### config.mk
export PLATFORM = sky130hd
export DESIGN_NAME = detector_event_deframer_unit_flat
export DESIGN_NICKNAME = d
export VERILOG_FILES = /design/src/hw/rtl/dedf_pkg.sv /design/src/hw/rtl/dedf_if.sv /design/src/hw/rtl/detector_event_deframer_unit.sv /design/src/hw/rtl/dedf_front.sv /design/src/hw/rtl/dedf_queue.sv /design/src/hw/rtl/dedf_back.sv /design/src/flat_wrapper.sv
export SDC_FILE = /design/constraint.sdc
export NUM_CORES = 1
export LEC_CHECK = 0
export ABC_AREA = 1
export BUFFER_PORTS_ARGS = -buffer_cell sky130_fd_sc_hd__buf_2
export CAP_MARGIN = 10
export CELL_PAD_IN_SITES_DETAIL_PLACEMENT = 1
export CELL_PAD_IN_SITES_GLOBAL_PLACEMENT = 2
export CORE_MARGIN = 2
export CORE_UTILIZATION = 42
export DETAILED_ROUTE_END_ITERATION = 7
export PLACE_DENSITY_LB_ADDON = 0.1
export SYNTH_ARGS = -nofsm -noshare
export SYNTH_HDL_FRONTEND = slang
export SYNTH_SLANG_ARGS = --single-unit
### constraint.sdc
create_clock -name clk -period 10.7 [get_ports clk]
set_clock_uncertainty 0.2 [all_clocks]
set_input_delay 1.07 -clock clk [delete_from_list [all_inputs] [get_ports clk]]
set_output_delay 1.07 -clock clk [all_outputs]
set_load 0.05 [all_outputs]
### src/hw/rtl/dedf_pkg.sv
// Package: constants, types and helpers shared by the event deframer modules.
package dedf_pkg;

    localparam int MaxBoardsDefault = 16;
    localparam logic [31:0] EvMagic = 32'hfa4af1ca;
    localparam logic [31:0] BdMagic = 32'hbaba1a9a;
    localparam logic [31:0] FtMagic = 32'h0bedface;
    localparam int EvHdrWords = 7;
    localparam int BdHdrWords = 10;
    localparam int SamplesPerBoard = 1792;
    localparam int QueueDepth = 4;

    localparam logic [2:0] ST_OK = 3'd0;
    localparam logic [2:0] ST_BAD_EVENT = 3'd1;
    localparam logic [2:0] ST_SHORT = 3'd2;
    localparam logic [2:0] ST_BAD_BOARD = 3'd3;
    localparam logic [2:0] ST_BAD_FOOTER = 3'd4;
    localparam logic [2:0] ST_CAL_BEAM = 3'd5;
    localparam logic [2:0] ST_BEAM_CAL = 3'd6;

    localparam logic [0:0] REG_NUM_BOARDS = 1'd0;
    localparam logic [0:0] REG_CAL_MODE = 1'd1;

    localparam logic [1:0] OP_NONE = 2'd0;
    localparam logic [1:0] OP_STATUS = 2'd1;
    localparam logic [1:0] OP_PAYLOAD = 2'd2;

    localparam logic [0:0] KIND_SAMPLE = 1'b0;
    localparam logic [0:0] KIND_STATUS = 1'b1;

    // classified work item handed from front to back
    typedef struct packed {
        logic [1:0]  op;
        logic [2:0]  code;
        logic        use_final;
        logic [31:0] word;
        logic [2:0]  pair_slot;
        logic [6:0]  chan;
        logic [4:0]  board;
        logic [31:0] trig_word;
        logic [31:0] event_id;
        logic [31:0] trig_num;
    } work_t;

    typedef struct packed {
        logic        kind;
        logic [4:0]  detector_index;
        logic [9:0]  strip_index;
        logic [13:0] sample_value;
        logic [2:0]  status_code;
        logic [7:0]  trigger_type;
        logic [6:0]  subsystem;
        logic        crc_flag;
        logic [31:0] trigger_event_id;
        logic [31:0] board_trigger_number;
        logic        last;
    } result_t;

    // remapped adc for raw adc slot
    function automatic logic [3:0] adc_map(input logic [3:0] a);
        logic [3:0] r;
        begin
            unique case (a)
                4'd0: r = 4'd12;
                4'd1: r = 4'd13;
                4'd2: r = 4'd10;
                4'd3: r = 4'd11;
                4'd4: r = 4'd8;
                4'd5: r = 4'd9;
                4'd6: r = 4'd6;
                4'd7: r = 4'd7;
                4'd8: r = 4'd4;
                4'd9: r = 4'd5;
                4'd10: r = 4'd2;
                4'd11: r = 4'd3;
                4'd12: r = 4'd0;
                4'd13: r = 4'd1;
                default: r = 4'd0;
            endcase
            adc_map = r;
        end
    endfunction

endpackage

### src/hw/rtl/dedf_if.sv
// Interfaces: word input, result output and configuration write channels.
interface dedf_word_if;
    logic        valid;
    logic        ready;
    logic [31:0] in_word;
    modport source (output valid, output in_word, input ready);
    modport sink (input valid, input in_word, output ready);
endinterface

interface dedf_result_if;
    logic        valid;
    logic        ready;
    logic        result_kind;
    logic [4:0]  detector_index;
    logic [9:0]  strip_index;
    logic [13:0] sample_value;
    logic [2:0]  status_code;
    logic [7:0]  trigger_type;
    logic [6:0]  subsystem;
    logic        crc_flag;
    logic [31:0] trigger_event_id;
    logic [31:0] board_trigger_number;
    logic        last;
    modport source (output valid, output result_kind, output detector_index,
        output strip_index, output sample_value, output status_code,
        output trigger_type, output subsystem, output crc_flag,
        output trigger_event_id, output board_trigger_number, output last,
        input ready);
    modport sink (input valid, input result_kind, input detector_index,
        input strip_index, input sample_value, input status_code,
        input trigger_type, input subsystem, input crc_flag,
        input trigger_event_id, input board_trigger_number, input last,
        output ready);
endinterface

interface dedf_cfg_if;
    logic        valid;
    logic        ready;
    logic [0:0]  index;
    logic [31:0] data;
    modport source (output valid, output index, output data, input ready);
    modport sink (input valid, input index, input data, output ready);
endinterface

### src/hw/rtl/detector_event_deframer_unit.sv
// Top level: detector event deframer with front end, work queue and back end.
// Accepts one stream word per cycle; the framing
// state machine classifies each word, and words that yield a work item go
// into a four-entry queue; input stalls only when the queue fills. The back
// end delivers one result per cycle from an output register while the
// receiver is ready; a payload word gives two results and other items one.
// A word passes through the queue, then the output register, to the output.
module detector_event_deframer_unit #(
    parameter int MAX_BOARDS = dedf_pkg::MaxBoardsDefault
) (
    input logic       clk,
    input logic       rst_n,
    dedf_word_if.sink     in_ch,
    dedf_result_if.source out_ch,
    dedf_cfg_if.sink      cfg
);
    logic [4:0]        board_limit_reg;
    logic              cal_mode_reg;
    dedf_pkg::work_t   fw, qw;
    logic              accept, push, full, empty, take, busy;
    dedf_pkg::result_t res;

    assign in_ch.ready = !full;
    assign accept = in_ch.valid && in_ch.ready;
    assign push = accept && fw.op != dedf_pkg::OP_NONE;
    assign cfg.ready = 1'b1;

    always_ff @(posedge clk or negedge rst_n)
    begin
        if (!rst_n)
        begin
            board_limit_reg <= 5'd1;
            cal_mode_reg <= 1'b0;
        end
        else if (cfg.valid)
        begin
            unique case (cfg.index)
                dedf_pkg::REG_NUM_BOARDS: board_limit_reg <= cfg.data[4:0];
                dedf_pkg::REG_CAL_MODE: cal_mode_reg <= cfg.data[0];
                default: ;
            endcase
        end
    end

    dedf_front #(.MAX_BOARDS(MAX_BOARDS)) u_front (
        .clk(clk), .rst_n(rst_n), .accept(accept), .word(in_ch.in_word),
        .board_limit(board_limit_reg), .work(fw), .busy(busy)
    );

    dedf_queue u_queue (
        .clk(clk), .rst_n(rst_n), .push(push), .push_data(fw), .pop(take),
        .pop_data(qw), .full(full), .empty(empty)
    );

    dedf_back u_back (
        .clk(clk), .rst_n(rst_n), .cal_mode(cal_mode_reg), .have(!empty),
        .work(qw), .take(take), .out_valid(out_ch.valid),
        .out_ready(out_ch.ready), .res(res)
    );

    assign out_ch.result_kind = res.kind;
    assign out_ch.detector_index = res.detector_index;
    assign out_ch.strip_index = res.strip_index;
    assign out_ch.sample_value = res.sample_value;
    assign out_ch.status_code = res.status_code;
    assign out_ch.trigger_type = res.trigger_type;
    assign out_ch.subsystem = res.subsystem;
    assign out_ch.crc_flag = res.crc_flag;
    assign out_ch.trigger_event_id = res.trigger_event_id;
    assign out_ch.board_trigger_number = res.board_trigger_number;
    assign out_ch.last = res.last;

`ifndef ASSERT_OFF
    a_no_overflow: assert property (@(posedge clk) disable iff (!rst_n)
        full |-> !push) else $error("queue overflow");
    a_no_underflow: assert property (@(posedge clk) disable iff (!rst_n)
        empty |-> !take) else $error("queue underflow");
    a_sample_kind: assert property (@(posedge clk) disable iff (!rst_n)
        out_ch.valid && out_ch.result_kind == dedf_pkg::KIND_SAMPLE
        |-> out_ch.status_code == dedf_pkg::ST_OK) else $error("sample with status");
    a_hunt_status: assert property (@(posedge clk) disable iff (!rst_n)
        accept && !busy && in_ch.in_word != dedf_pkg::EvMagic |-> push)
        else $error("lost bad header status");
`endif
endmodule

### src/hw/rtl/dedf_front.sv
// Front end: framing state machine that classifies each word into a work item.
module dedf_front #(
    parameter int MAX_BOARDS = dedf_pkg::MaxBoardsDefault
) (
    input  logic              clk,
    input  logic              rst_n,
    input  logic              accept,
    input  logic [31:0]       word,
    input  logic [4:0]        board_limit,
    output dedf_pkg::work_t   work,
    output logic              busy
);
    localparam logic [2:0] PH_HUNT = 3'd0;
    localparam logic [2:0] PH_EVHDR = 3'd1;
    localparam logic [2:0] PH_BHDR = 3'd2;
    localparam logic [2:0] PH_BFIELDS = 3'd3;
    localparam logic [2:0] PH_PAYLOAD = 3'd4;
    localparam logic [2:0] PH_FOOTER = 3'd5;
    localparam logic [2:0] PH_CRC = 3'd6;
    localparam int BW = $clog2(MAX_BOARDS + 1) > 5 ? $clog2(MAX_BOARDS + 1) : 5;

    logic [2:0]  phase_reg, phase_next;
    logic [3:0]  wcnt_reg, wcnt_next;
    logic [BW-1:0] bcnt_reg, bcnt_next;
    logic [2:0]  slot_reg, slot_next;
    logic [6:0]  chan_reg, chan_next;
    logic [31:0] trig_reg, trig_next;
    logic [31:0] evid_reg, evid_next;
    logic [31:0] tnum_reg, tnum_next;
    logic [BW-1:0] expected;
    logic [BW-1:0] bcnt_inc;

    assign busy = phase_reg != PH_HUNT;
    assign bcnt_inc = bcnt_reg + 1'b1;

    always_comb
    begin
        if (BW'(board_limit) > BW'(MAX_BOARDS))
            expected = BW'(MAX_BOARDS);
        else
            expected = BW'(board_limit);
    end

    always_comb
    begin
        phase_next = phase_reg;
        wcnt_next = wcnt_reg;
        bcnt_next = bcnt_reg;
        slot_next = slot_reg;
        chan_next = chan_reg;
        trig_next = trig_reg;
        evid_next = evid_reg;
        tnum_next = tnum_reg;
        work = '0;
        work.word = word;
        work.pair_slot = slot_reg;
        work.chan = chan_reg;
        work.board = bcnt_reg[4:0];
        work.trig_word = trig_reg;
        work.event_id = evid_reg;
        work.trig_num = tnum_reg;
        unique case (phase_reg)
            PH_HUNT:
            begin
                if (word == dedf_pkg::EvMagic)
                begin
                    phase_next = PH_EVHDR;
                    wcnt_next = '0;
                    bcnt_next = '0;
                    slot_next = '0;
                    chan_next = '0;
                    trig_next = 32'h8000_0000;
                    evid_next = '0;
                end
                else
                begin
                    work.op = dedf_pkg::OP_STATUS;
                    work.code = dedf_pkg::ST_BAD_EVENT;
                end
            end
            PH_EVHDR:
            begin
                wcnt_next = wcnt_reg + 1'b1;
                if (wcnt_reg == 4'(dedf_pkg::EvHdrWords - 1))
                begin
                    wcnt_next = '0;
                    if (bcnt_reg < expected)
                        phase_next = PH_BHDR;
                    else
                    begin
                        work.op = dedf_pkg::OP_STATUS;
                        work.use_final = 1'b1;
                        phase_next = PH_HUNT;
                    end
                end
            end
            PH_BHDR:
            begin
                if (word == dedf_pkg::BdMagic)
                begin
                    phase_next = PH_BFIELDS;
                    wcnt_next = '0;
                end
                else if (word == dedf_pkg::EvMagic)
                begin
                    work.op = dedf_pkg::OP_STATUS;
                    work.code = dedf_pkg::ST_SHORT;
                    phase_next = PH_EVHDR;
                    wcnt_next = '0;
                    bcnt_next = '0;
                    slot_next = '0;
                    chan_next = '0;
                    trig_next = 32'h8000_0000;
                    evid_next = '0;
                end
                else
                begin
                    work.op = dedf_pkg::OP_STATUS;
                    work.code = dedf_pkg::ST_BAD_BOARD;
                    phase_next = PH_HUNT;
                end
            end
            PH_BFIELDS:
            begin
                if (wcnt_reg == 4'd2)
                    tnum_next = word;
                else if (wcnt_reg == 4'd4 && bcnt_reg == '0)
                    evid_next = word;
                else if (wcnt_reg == 4'd5 && bcnt_reg == '0)
                    trig_next = word;
                wcnt_next = wcnt_reg + 1'b1;
                if (wcnt_reg == 4'(dedf_pkg::BdHdrWords - 1))
                begin
                    wcnt_next = '0;
                    slot_next = '0;
                    chan_next = '0;
                    phase_next = PH_PAYLOAD;
                end
            end
            PH_PAYLOAD:
            begin
                work.op = dedf_pkg::OP_PAYLOAD;
                // advance the adc pair slot, then the channel after seven pairs
                if (slot_reg == 3'd6)
                begin
                    slot_next = '0;
                    chan_next = chan_reg + 7'd1;
                end
                else
                    slot_next = slot_reg + 3'd1;
                if (slot_reg == 3'd6 && chan_reg == 7'(dedf_pkg::SamplesPerBoard / 14 - 1))
                begin
                    slot_next = '0;
                    chan_next = '0;
                    phase_next = PH_FOOTER;
                end
            end
            PH_FOOTER:
            begin
                if (word != dedf_pkg::FtMagic)
                begin
                    work.op = dedf_pkg::OP_STATUS;
                    work.code = dedf_pkg::ST_BAD_FOOTER;
                    phase_next = PH_HUNT;
                end
                else
                    phase_next = PH_CRC;
            end
            PH_CRC:
            begin
                bcnt_next = bcnt_inc;
                if (bcnt_inc < expected)
                    phase_next = PH_BHDR;
                else
                begin
                    work.op = dedf_pkg::OP_STATUS;
                    work.use_final = 1'b1;
                    phase_next = PH_HUNT;
                end
            end
            default:
                phase_next = PH_HUNT;
        endcase
    end

    always_ff @(posedge clk or negedge rst_n)
    begin
        if (!rst_n)
        begin
            phase_reg <= PH_HUNT;
            wcnt_reg <= '0;
            bcnt_reg <= '0;
            slot_reg <= '0;
            chan_reg <= '0;
            trig_reg <= '0;
            evid_reg <= '0;
            tnum_reg <= '0;
        end
        else if (accept)
        begin
            phase_reg <= phase_next;
            wcnt_reg <= wcnt_next;
            bcnt_reg <= bcnt_next;
            slot_reg <= slot_next;
            chan_reg <= chan_next;
            trig_reg <= trig_next;
            evid_reg <= evid_next;
            tnum_reg <= tnum_next;
        end
    end
endmodule

### src/hw/rtl/dedf_queue.sv
// Work queue: small FIFO between the front end and the back end.
module dedf_queue (
    input  logic            clk,
    input  logic            rst_n,
    input  logic            push,
    input  dedf_pkg::work_t push_data,
    input  logic            pop,
    output dedf_pkg::work_t pop_data,
    output logic            full,
    output logic            empty
);
    localparam int AW = $clog2(dedf_pkg::QueueDepth);

    dedf_pkg::work_t mem [dedf_pkg::QueueDepth];
    logic [AW-1:0] wptr_reg, rptr_reg;
    logic [AW:0]   cnt_reg;

    assign full = cnt_reg == (AW + 1)'(dedf_pkg::QueueDepth);
    assign empty = cnt_reg == '0;
    assign pop_data = mem[rptr_reg];

    always_ff @(posedge clk)
    begin
        if (push)
            mem[wptr_reg] <= push_data;
    end

    always_ff @(posedge clk or negedge rst_n)
    begin
        if (!rst_n)
        begin
            wptr_reg <= '0;
            rptr_reg <= '0;
            cnt_reg <= '0;
        end
        else
        begin
            if (push)
                wptr_reg <= wptr_reg + 1'b1;
            if (pop)
                rptr_reg <= rptr_reg + 1'b1;
            cnt_reg <= cnt_reg + (AW + 1)'(push) - (AW + 1)'(pop);
        end
    end
endmodule

### src/hw/rtl/dedf_back.sv
// Back end: expands work items into sample and status results with an output register.
module dedf_back (
    input  logic              clk,
    input  logic              rst_n,
    input  logic              cal_mode,
    input  logic              have,
    input  dedf_pkg::work_t   work,
    output logic              take,
    output logic              out_valid,
    input  logic              out_ready,
    output dedf_pkg::result_t res
);
    logic              valid_reg;
    dedf_pkg::result_t res_reg;
    logic              half_reg, half_next;
    logic              load;
    dedf_pkg::result_t r;
    logic [15:0]       raw;
    logic [3:0]        adc_raw, adc;
    logic [6:0]        ch_raw, ch;
    logic              side;
    logic [2:0]        adc_loc;
    logic [7:0]        tt;
    logic [6:0]        ss;
    logic [2:0]        fcode;

    assign load = have && (!valid_reg || out_ready);
    assign out_valid = valid_reg;
    assign res = res_reg;
    assign take = load && (work.op != dedf_pkg::OP_PAYLOAD || half_reg);

    always_comb
    begin
        raw = half_reg ? work.word[31:16] : work.word[15:0];
        adc_raw = {work.pair_slot, half_reg};
        ch_raw = work.chan;
        ch = ch_raw[0] ? ch_raw - 7'd1 : ch_raw + 7'd1;
        adc = dedf_pkg::adc_map(adc_raw);
        side = adc < 4'd7;
        adc_loc = side ? adc[2:0] : 3'(adc - 4'd7);
        tt = work.trig_word[7:0];
        ss = work.trig_word[22:16];
        if (tt == '0 && ss == '0 && !work.trig_word[31] && work.event_id == '0)
            fcode = dedf_pkg::ST_OK;
        else if (ss != 7'h0a && ss != 7'h0b)
            fcode = dedf_pkg::ST_OK;
        else if (cal_mode && tt[0])
            fcode = dedf_pkg::ST_CAL_BEAM;
        else if (!cal_mode && !tt[0])
            fcode = dedf_pkg::ST_BEAM_CAL;
        else
            fcode = dedf_pkg::ST_OK;
        r = '0;
        if (work.op == dedf_pkg::OP_PAYLOAD)
        begin
            r.kind = dedf_pkg::KIND_SAMPLE;
            r.detector_index = {work.board[3:0], side};
            r.strip_index = {adc_loc, ch};
            r.sample_value = raw[15:2];
            r.last = half_reg;
        end
        else
        begin
            r.kind = dedf_pkg::KIND_STATUS;
            r.status_code = work.use_final ? fcode : work.code;
            r.trigger_type = tt;
            r.subsystem = ss;
            r.crc_flag = work.trig_word[31];
            r.trigger_event_id = work.event_id;
            r.board_trigger_number = work.trig_num;
            r.last = 1'b1;
        end
        half_next = half_reg;
        if (load && work.op == dedf_pkg::OP_PAYLOAD)
            half_next = !half_reg;
    end

    always_ff @(posedge clk)
    begin
        if (load)
            res_reg <= r;
    end

    always_ff @(posedge clk or negedge rst_n)
    begin
        if (!rst_n)
        begin
            valid_reg <= 1'b0;
            half_reg <= 1'b0;
        end
        else
        begin
            half_reg <= half_next;
            if (load)
                valid_reg <= 1'b1;
            else if (out_ready)
                valid_reg <= 1'b0;
        end
    end
endmodule

### src/flat_wrapper.sv
// flat-port wrapper written by rule: the top's interface ports become plain ports
module detector_event_deframer_unit_flat 
#(
    parameter int MAX_BOARDS = dedf_pkg::MaxBoardsDefault
)
  (clk, rst_n, in_ch_valid, in_ch_in_word, in_ch_ready, out_ch_valid, out_ch_result_kind, out_ch_detector_index, out_ch_strip_index, out_ch_sample_value, out_ch_status_code, out_ch_trigger_type, out_ch_subsystem, out_ch_crc_flag, out_ch_trigger_event_id, out_ch_board_trigger_number, out_ch_last, out_ch_ready, cfg_valid, cfg_index, cfg_data, cfg_ready);
  dedf_word_if in_ch_i ();
  dedf_result_if out_ch_i ();
  dedf_cfg_if cfg_i ();
  input logic clk;
  input logic rst_n;
  input wire logic [$bits(in_ch_i.valid)-1:0] in_ch_valid;
  input wire logic [$bits(in_ch_i.in_word)-1:0] in_ch_in_word;
  output wire logic [$bits(in_ch_i.ready)-1:0] in_ch_ready;
  output wire logic [$bits(out_ch_i.valid)-1:0] out_ch_valid;
  output wire logic [$bits(out_ch_i.result_kind)-1:0] out_ch_result_kind;
  output wire logic [$bits(out_ch_i.detector_index)-1:0] out_ch_detector_index;
  output wire logic [$bits(out_ch_i.strip_index)-1:0] out_ch_strip_index;
  output wire logic [$bits(out_ch_i.sample_value)-1:0] out_ch_sample_value;
  output wire logic [$bits(out_ch_i.status_code)-1:0] out_ch_status_code;
  output wire logic [$bits(out_ch_i.trigger_type)-1:0] out_ch_trigger_type;
  output wire logic [$bits(out_ch_i.subsystem)-1:0] out_ch_subsystem;
  output wire logic [$bits(out_ch_i.crc_flag)-1:0] out_ch_crc_flag;
  output wire logic [$bits(out_ch_i.trigger_event_id)-1:0] out_ch_trigger_event_id;
  output wire logic [$bits(out_ch_i.board_trigger_number)-1:0] out_ch_board_trigger_number;
  output wire logic [$bits(out_ch_i.last)-1:0] out_ch_last;
  input wire logic [$bits(out_ch_i.ready)-1:0] out_ch_ready;
  input wire logic [$bits(cfg_i.valid)-1:0] cfg_valid;
  input wire logic [$bits(cfg_i.index)-1:0] cfg_index;
  input wire logic [$bits(cfg_i.data)-1:0] cfg_data;
  output wire logic [$bits(cfg_i.ready)-1:0] cfg_ready;
  assign in_ch_i.valid = in_ch_valid;
  assign in_ch_i.in_word = in_ch_in_word;
  assign in_ch_ready = in_ch_i.ready;
  assign out_ch_valid = out_ch_i.valid;
  assign out_ch_result_kind = out_ch_i.result_kind;
  assign out_ch_detector_index = out_ch_i.detector_index;
  assign out_ch_strip_index = out_ch_i.strip_index;
  assign out_ch_sample_value = out_ch_i.sample_value;
  assign out_ch_status_code = out_ch_i.status_code;
  assign out_ch_trigger_type = out_ch_i.trigger_type;
  assign out_ch_subsystem = out_ch_i.subsystem;
  assign out_ch_crc_flag = out_ch_i.crc_flag;
  assign out_ch_trigger_event_id = out_ch_i.trigger_event_id;
  assign out_ch_board_trigger_number = out_ch_i.board_trigger_number;
  assign out_ch_last = out_ch_i.last;
  assign out_ch_i.ready = out_ch_ready;
  assign cfg_i.valid = cfg_valid;
  assign cfg_i.index = cfg_index;
  assign cfg_i.data = cfg_data;
  assign cfg_ready = cfg_i.ready;
  detector_event_deframer_unit #(.MAX_BOARDS(MAX_BOARDS)) u_core (.clk(clk), .rst_n(rst_n), .in_ch(in_ch_i), .out_ch(out_ch_i), .cfg(cfg_i));
endmodule
Yosys cells after proc, flatten, opt, wreduce, memory -nomap -nowiden --
Memories as Yosys holds them, arrays and structs flattened. Cells that the tools add are included.
Word-level totals: register bits 247, RAM bits 596, ROM bits 64, bits of input ports 70, word-level logic and storage cells 188, memories 2
Memory list:
- u_core.u_queue.mem | words 4, width 149, rd ports 1, clocked after memory_dff 0, write ports 1, RTL line dedf_queue.sv:14 | dedf_pkg::work_t mem [dedf_pkg::QueueDepth];
- (no name shown) | words 16, width 4, rd ports 1, clocked after memory_dff 0, write ports 0, RTL line dedf_pkg.sv:63 | unique case (a)
Operators by class: $add $sub $neg 11, order comparisons 4, equal/unequal tests 31, muxes and demuxes 68, bitwise gates (word level) 1, reduce and logical (&&, ||, !) cells 45
Operator list (number):
- $mux W32 | 9
- $pmux W32 S3 | 2
- $eq A32 B32 Y1 const B | 2
- $mux W3 | 17
- $mux W7 | 6
- $logic_not A32 Y1 | 1
- $ne A32 B28 Y1 const B | 1
- $mux W4 | 7
- $pmux W7 S4 | 1
- $pmux W3 S7 | 1
- $ne A2 B2 Y1 const B | 10
- $mux W16 | 1
- $pmux W4 S4 | 1
- $eq A3 B3 Y1 const B | 5
- $mux W5 | 3
- $pmux W5 S3 | 1
- $reduce_and A5 Y1 | 3
- $add A7 B1 Y7 const B | 2
- $logic_and A1 B1 Y1 | 14
- $ne A7 B4 Y1 const B | 2
- $mux W1 | 13
- $eq A4 B3 Y1 const B | 3
- $pmux W2 S6 | 1
- $pmux W3 S4 | 1
- other kinds (35) | 53

Logic depth before layout (Yosys ltp) --
depth in word-level cells 10, depth in mapped cells 19, mapped depth without buffers 19

Cells and area by module --
Synthesis repeated with hierarchy kept, for this count alone.
Second synthesis, totals: cell total of the unflattened synthesis 3728, area, all modules 37109.3 um^2
By module, submodules not included:
- dedf_queue | instances 1, cells each 2382, area each 25528.2 um^2, seq. area each 18072.3 um^2
- dedf_front | instances 1, cells each 847, area each 6297.3 um^2, seq. area each 2952.8 um^2
- dedf_back | instances 1, cells each 463, area each 4993.5 um^2, seq. area each 3473.3 um^2
- detector_event_deframer_unit | instances 1, cells each 36, area each 290.3 um^2, seq. area each 151.4 um^2

Least setup slack after synthesis --
No wires, ideal clock.
kind input to register, start point in in_ch_in_word[26], end point mem u_core.u_queue.mem[0][0] in the netlist's numbering (enable), setup time 617 ps, arrival 7268 ps, data required time 9883 ps, slack 2616 ps, stages on the path 12, path buffers 0, cell sequence inv_1 nand2_1 nor2_1 nand2_1 inv_1 nand2_1 nor2_2 nor2_1 nor2_1 nand3_2 nand2_2 nor2_1
On the way: longest elaborated chain between the ends 7, elaborated cells between the ends (all ways) 11, those cells by class eq/ne: 3; mux: 6; reduce/logical: 2
Ends and longest elaborated chain:
- start: declaration | RTL line flat_wrapper.sv:13 | input wire logic [$bits(in_ch_i.in_word)-1:0] in_ch_in_word;
- $ne A32 B28 Y1 (tied with other cells) | RTL line dedf_front.sv:160 | if (word != dedf_pkg::FtMagic)
- $mux W4, on equally long branches | RTL line dedf_front.sv:160, dedf_front.sv:65, dedf_front.sv:99
- $pmux W2 S6 * | RTL line dedf_front.sv:62 | unique case (phase_reg)
- $reduce_bool A2 Y1 * | RTL line detector_event_deframer_unit.sv:25 | assign push = accept && fw.op != dedf_pkg::OP_NONE;
- $logic_and A1 B1 Y1 * | RTL line detector_event_deframer_unit.sv:25
- $mux W1 * | RTL line dedf_queue.sv:24 | if (push)
- $mux W1 (not written as such) * | RTL line dedf_queue.sv:25 | mem[wptr_reg] <= push_data;
- end: declaration | RTL line dedf_queue.sv:14
Mark *: on every way between the ends. The rest lies on a longest branch, timed or not.

Final worst setup path --
start point reg u_core.u_queue.rptr_reg[0], end point reg u_core.u_back.res_reg, in the netlist u_core.u_back.res[105], data pin
On the way: longest elaborated chain between the ends 4, elaborated cells between the ends (all ways) 6, those cells by class add/sub: 1; order compare: 1; eq/ne: 1; mux: 1; memory: 2
Ends and longest elaborated chain:
- start: declaration | RTL line dedf_queue.sv:15 | logic [AW-1:0] wptr_reg, rptr_reg;
- start signal: assignment | RTL line dedf_queue.sv:41 | rptr_reg <= rptr_reg + 1'b1;
- $mem_v2 Z4 W149 *
- $mem_v2 Z16 W4
- $lt A4 B3 Y1 / $sub A3 B3 Y3 (equally long branches) | RTL line dedf_back.sv:39, dedf_back.sv:40
- $mux W3 | RTL line dedf_back.sv:40 | adc_loc = side ? adc[2:0] : 3'(adc - 4'd7);
- end signal: assignment | RTL line dedf_back.sv:81 | res_reg <= r;
- end: declaration | RTL line dedf_back.sv:14 | dedf_pkg::result_t res_reg;
Marks and branches as above. A chain may end at the register's enable or synchronous reset.

==> Implementation_results.wiki <==
{| class="wikitable"
! Metric !! Value
|-
| Status || finished clean
|-
| Maximum single-stage delay on the critical path || 0.85 ns
|-
| CTS buffer count || 80
|-
| Min setup slack post-route || 6.353 ns
|-
| Layout fillers || 7193
|-
| Initial antenna violation count || 10
|-
| Critical path class || flop to flop
|-
| Seq/Total Area, Yosys || 73.57%
|-
| Detail-routed net length per standard cell || 22.70 µm
|-
| Root buffer cell || sky130_fd_sc_hd__clkbuf_16
|-
| Unrepaired setup endpoints after global routing || false
|-
| Post-detail-place hpwl || 45.90 mm
|-
| Worst setup slack before clock tree synthesis || 6.187 ns
|-
| Count of unresolved DRC violations after routing || 0
|-
| Layout Cells excl Fill || 3497
|-
| Count of antenna-violating nets left after detailed routing || 0
|-
| Total of endpoints with negative setup slack in the final report || 0
|-
| Initial standard-cell utilization of the core || 42.32%
|-
| Count of nets after finishing || 2589
|-
| Synthesized instance count || 2351
|-
| Clock tree from TritonCTS || built
|-
| Largest delay contributor family on the critical path || buffers and inverters
|-
| Fmax || 230.0 MHz
|-
| Number of clock sinks || 743
|-
| Slowest stage cell on the critical path || sky130_fd_sc_hd__buf_4
|-
| Maximum number of pins on one net before global-route repair || 129
|-
| Post-route worst hold slack || 0.3129 ns
|-
| Hold violation count in the final report || 0
|-
| Count of pins over their slew limit || 0
|-
| Area added between synthesis and finish || 14.37%
|-
| Number of synthesized flops with an enable pin || 626
|-
| Fraction of final layout cells sized beyond drive strength 1 || 13.86%
|-
| Global route overflow || 0
|-
| Yosys cell types || 58
|-
| Clock buffer depth || 3
|-
| Mean Syn Cell Area || 12.56 µm²
|-
| Core Box Area || 69790 µm²
|-
| WL final || 79.40 mm
|-
| First-pass GRT wire length || 121.9 mm
|-
| Count of H-tree levels built during CTS || 3
|-
| Router iterations before antenna repair || 4
|-
| Row Count || 97
|-
| Worst path required time || 10.87 ns
|-
| Post-placement cell count || 3348
|-
| Number of flip-flops in the largest register || 512
|-
| Mapped Area || 29530 µm²
|-
| Portion of the clock cycle consumed by the worst path in the final layout || 40.63%
|-
| DR vias/cell || 5.363
|-
| Overall die area || 72460 µm²
|-
| Dominant register cell in the synthesized netlist || sky130_fd_sc_hd__edfxtp_1
|-
| Number of design-rule violations left by the first detailed-router iteration || 1091
|-
| Total routing resource utilization after global routing || 22.00%
|-
| Global placement routability congestion || 0.7577
|-
| Count of hold buffers inserted by post-cts repair || 0
|-
| Signal arrival time at the worst endpoint || 4.51 ns
|-
| Syn Nets || 2450
|-
| R2R Path End || u_core.u_back.res[105]
|-
| Post-synthesis async set-or-reset flop share || 15.75%
|-
| Largest fanout on the critical path || 94
|-
| Port-buffer cells || 158
|-
| Hold path cells || 2
|-
| Clk Latency, worst-skew pair || 0.62 ns
|-
| Post-CTS setup buffers || 0
|-
| Critical Path Most Common Cell || sky130_fd_sc_hd__nand2_1
|-
| CP Buf/Inv Count || 4
|-
| Overall power of the completed layout || 10.93 mW
|-
| Type of the most critical hold path || flop to flop
|-
| Final critical-path required period || 4.347 ns
|-
| Die height || 269.2 µm
|-
| Standby leakage power || 12.88 nW
|-
| Count of state elements after synthesis || 743
|-
| Quantity of gates resized following cts || 0
|-
| Via count of the first global-routing pass || 20.50k
|-
| Worst-path clk slew || 0.06 ns
|-
| Worst slew pin tran || 1.154 ns
|-
| Worst Min Path Start || u_core.board_limit_reg[0]
|-
| DR vias || 18.76k
|-
| VDD IR-drop max || 0.2316 mV
|-
| Setup TNS || 0 ns
|-
| Worst setup SP type || flop
|-
| FF-to-FF setup slack || 6.35 ns
|-
| Max-capacitance violation count || 0
|-
| IO Count || 187
|-
| Reg2Reg Depth || 12
|-
| Power density relative to cell area || 323.7 nW/µm²
|-
| Cell chain of the critical path || inv_6 -> buf_4 -> nand2_1 -> a32oi_2 -> inv_1 -> ha_1 -> o21ai_0 -> nand2_1 -> nand2_1 -> inv_1 -> o21ai_1 -> a21oi_1
|-
| Die width || 269.2 µm
|-
| Critical register-to-register path startpoint || u_core.u_queue.rptr_reg[0]
|-
| CP Capture Type || flop
|-
| Hold path endpoint || u_core.board_limit_reg[0]
|-
| Yosys warnings || 0
|-
| Max-slew headroom || 23.10%
|}
power by group:
group          switching [mW]  internal (mW)  leakage (nW)  total (mW)
Sequential              0.357           4.10          7.45        4.46
Clock                    1.12           1.66          1.29        2.78
Combinational            2.83          0.873          4.13        3.70
per-stage QoR:
| step | area (µm²) | utilization, % |
|---|---|---|
| finish | 33780 | 48.40 |
| global route | 33780 | 48.40 |
| CTS | 33770 | 48.39 |
| detailed placement | 31130 | 44.61 |
| global placement | 31130 | 44.61 |
| floorplan | 29530 | - |
cells in the mapped netlist, drive strengths merged, types with 28 or more instances:
| library cell | n | area, µm² |
|---|---|---|
| clkbuf | 51 | 192.7 |
| a21oi | 135 | 679.4 |
| o22ai | 69 | 431.7 |
| a221oi | 41 | 359.1 |
| inv | 129 | 494.2 |
| nand3 | 50 | 290.3 |
| o21ai | 246 | 1261 |
| ha | 28 | 350.3 |
| buf | 69 | 430.4 |
| edfxtp | 626 | 18800 |
| nand2 | 450 | 1709 |
| nor2 | 275 | 1074 |
| dfrtp | 116 | 2903 |
layer usage:
layer,part of all wire [%],up-vias,global-route usage [%]
met5,0.087,-,0
met4,1.5,12,5.175
met3,3.9,103,3.731
met2,51,325,39.39
met1,43,9687,27.82
li1,-,8629,-
placed cells by master (no fill, tap or decap), drive strengths merged, types with 41 or more instances in the layout:
cell type	synthesis	final
inv	129	129
a21oi	135	135
buf	69	177
a221oi	41	41
dfrtp	116	116
nor2	275	275
o21ai	246	246
nand2	450	450
edfxtp	626	626
clkbuf	51	121
nand3	50	50
o22ai	69	69
layout make-up:
type | count | area, µm² | share of cell area, %
clock inverters | 25 | 290.3 | 0.8594
multi-input cells | 1357 | 6720 | 19.90
clock buffers | 121 | 2351 | 6.960
inverters | 131 | 511.7 | 1.515
flip-flops and latches | 743 | 21730 | 64.35
diodes | 3 | 7.507 | 0.02223
repair buffers | 177 | 985.9 | 2.919
well taps | 940 | 1176 | 3.482
cell families after synthesis:
group | after synthesis | share of synthesized area (%)
simple gates | 798 | 10.97
xor+xnor | 8 | 0.2373
mux | 3 | 0.1144
buf+inv | 251 | 3.813
flops | 743 | 73.57
other cells | 1 | 0.01270
fa+ha+maj | 29 | 1.254
compound gates | 518 | 10.03
worst min-delay path: stages (launching register included):
cell,delay [ns]
sky130_fd_sc_hd__dfstp_2,0.38
sky130_fd_sc_hd__nand2_1,0.06
sky130_fd_sc_hd__o21ai_0,0.07
how the worst max path moves through the flow:
stage	startpoint	endpoint	slack, ns	depth (start not counted)
CTS	u_core.u_queue.rptr_reg[0]	u_core.u_back.res[105]	6.19	12
finish	u_core.u_queue.rptr_reg[0]	u_core.u_back.res[105]	6.35	12
floorplan	in_ch_in_word[26]	u_core.u_queue.mem[0][0]	2.62	12
global placement	in_ch_in_word[26]	u_core.u_queue.cnt_reg[2]	6.32	17
detailed placement	u_core.u_queue.rptr_reg[0]	u_core.u_back.res[105]	6.19	12
global route	u_core.u_queue.rptr_reg[0]	u_core.u_back.res[105]	5.87	12
(Power assumes the default switching activity.)
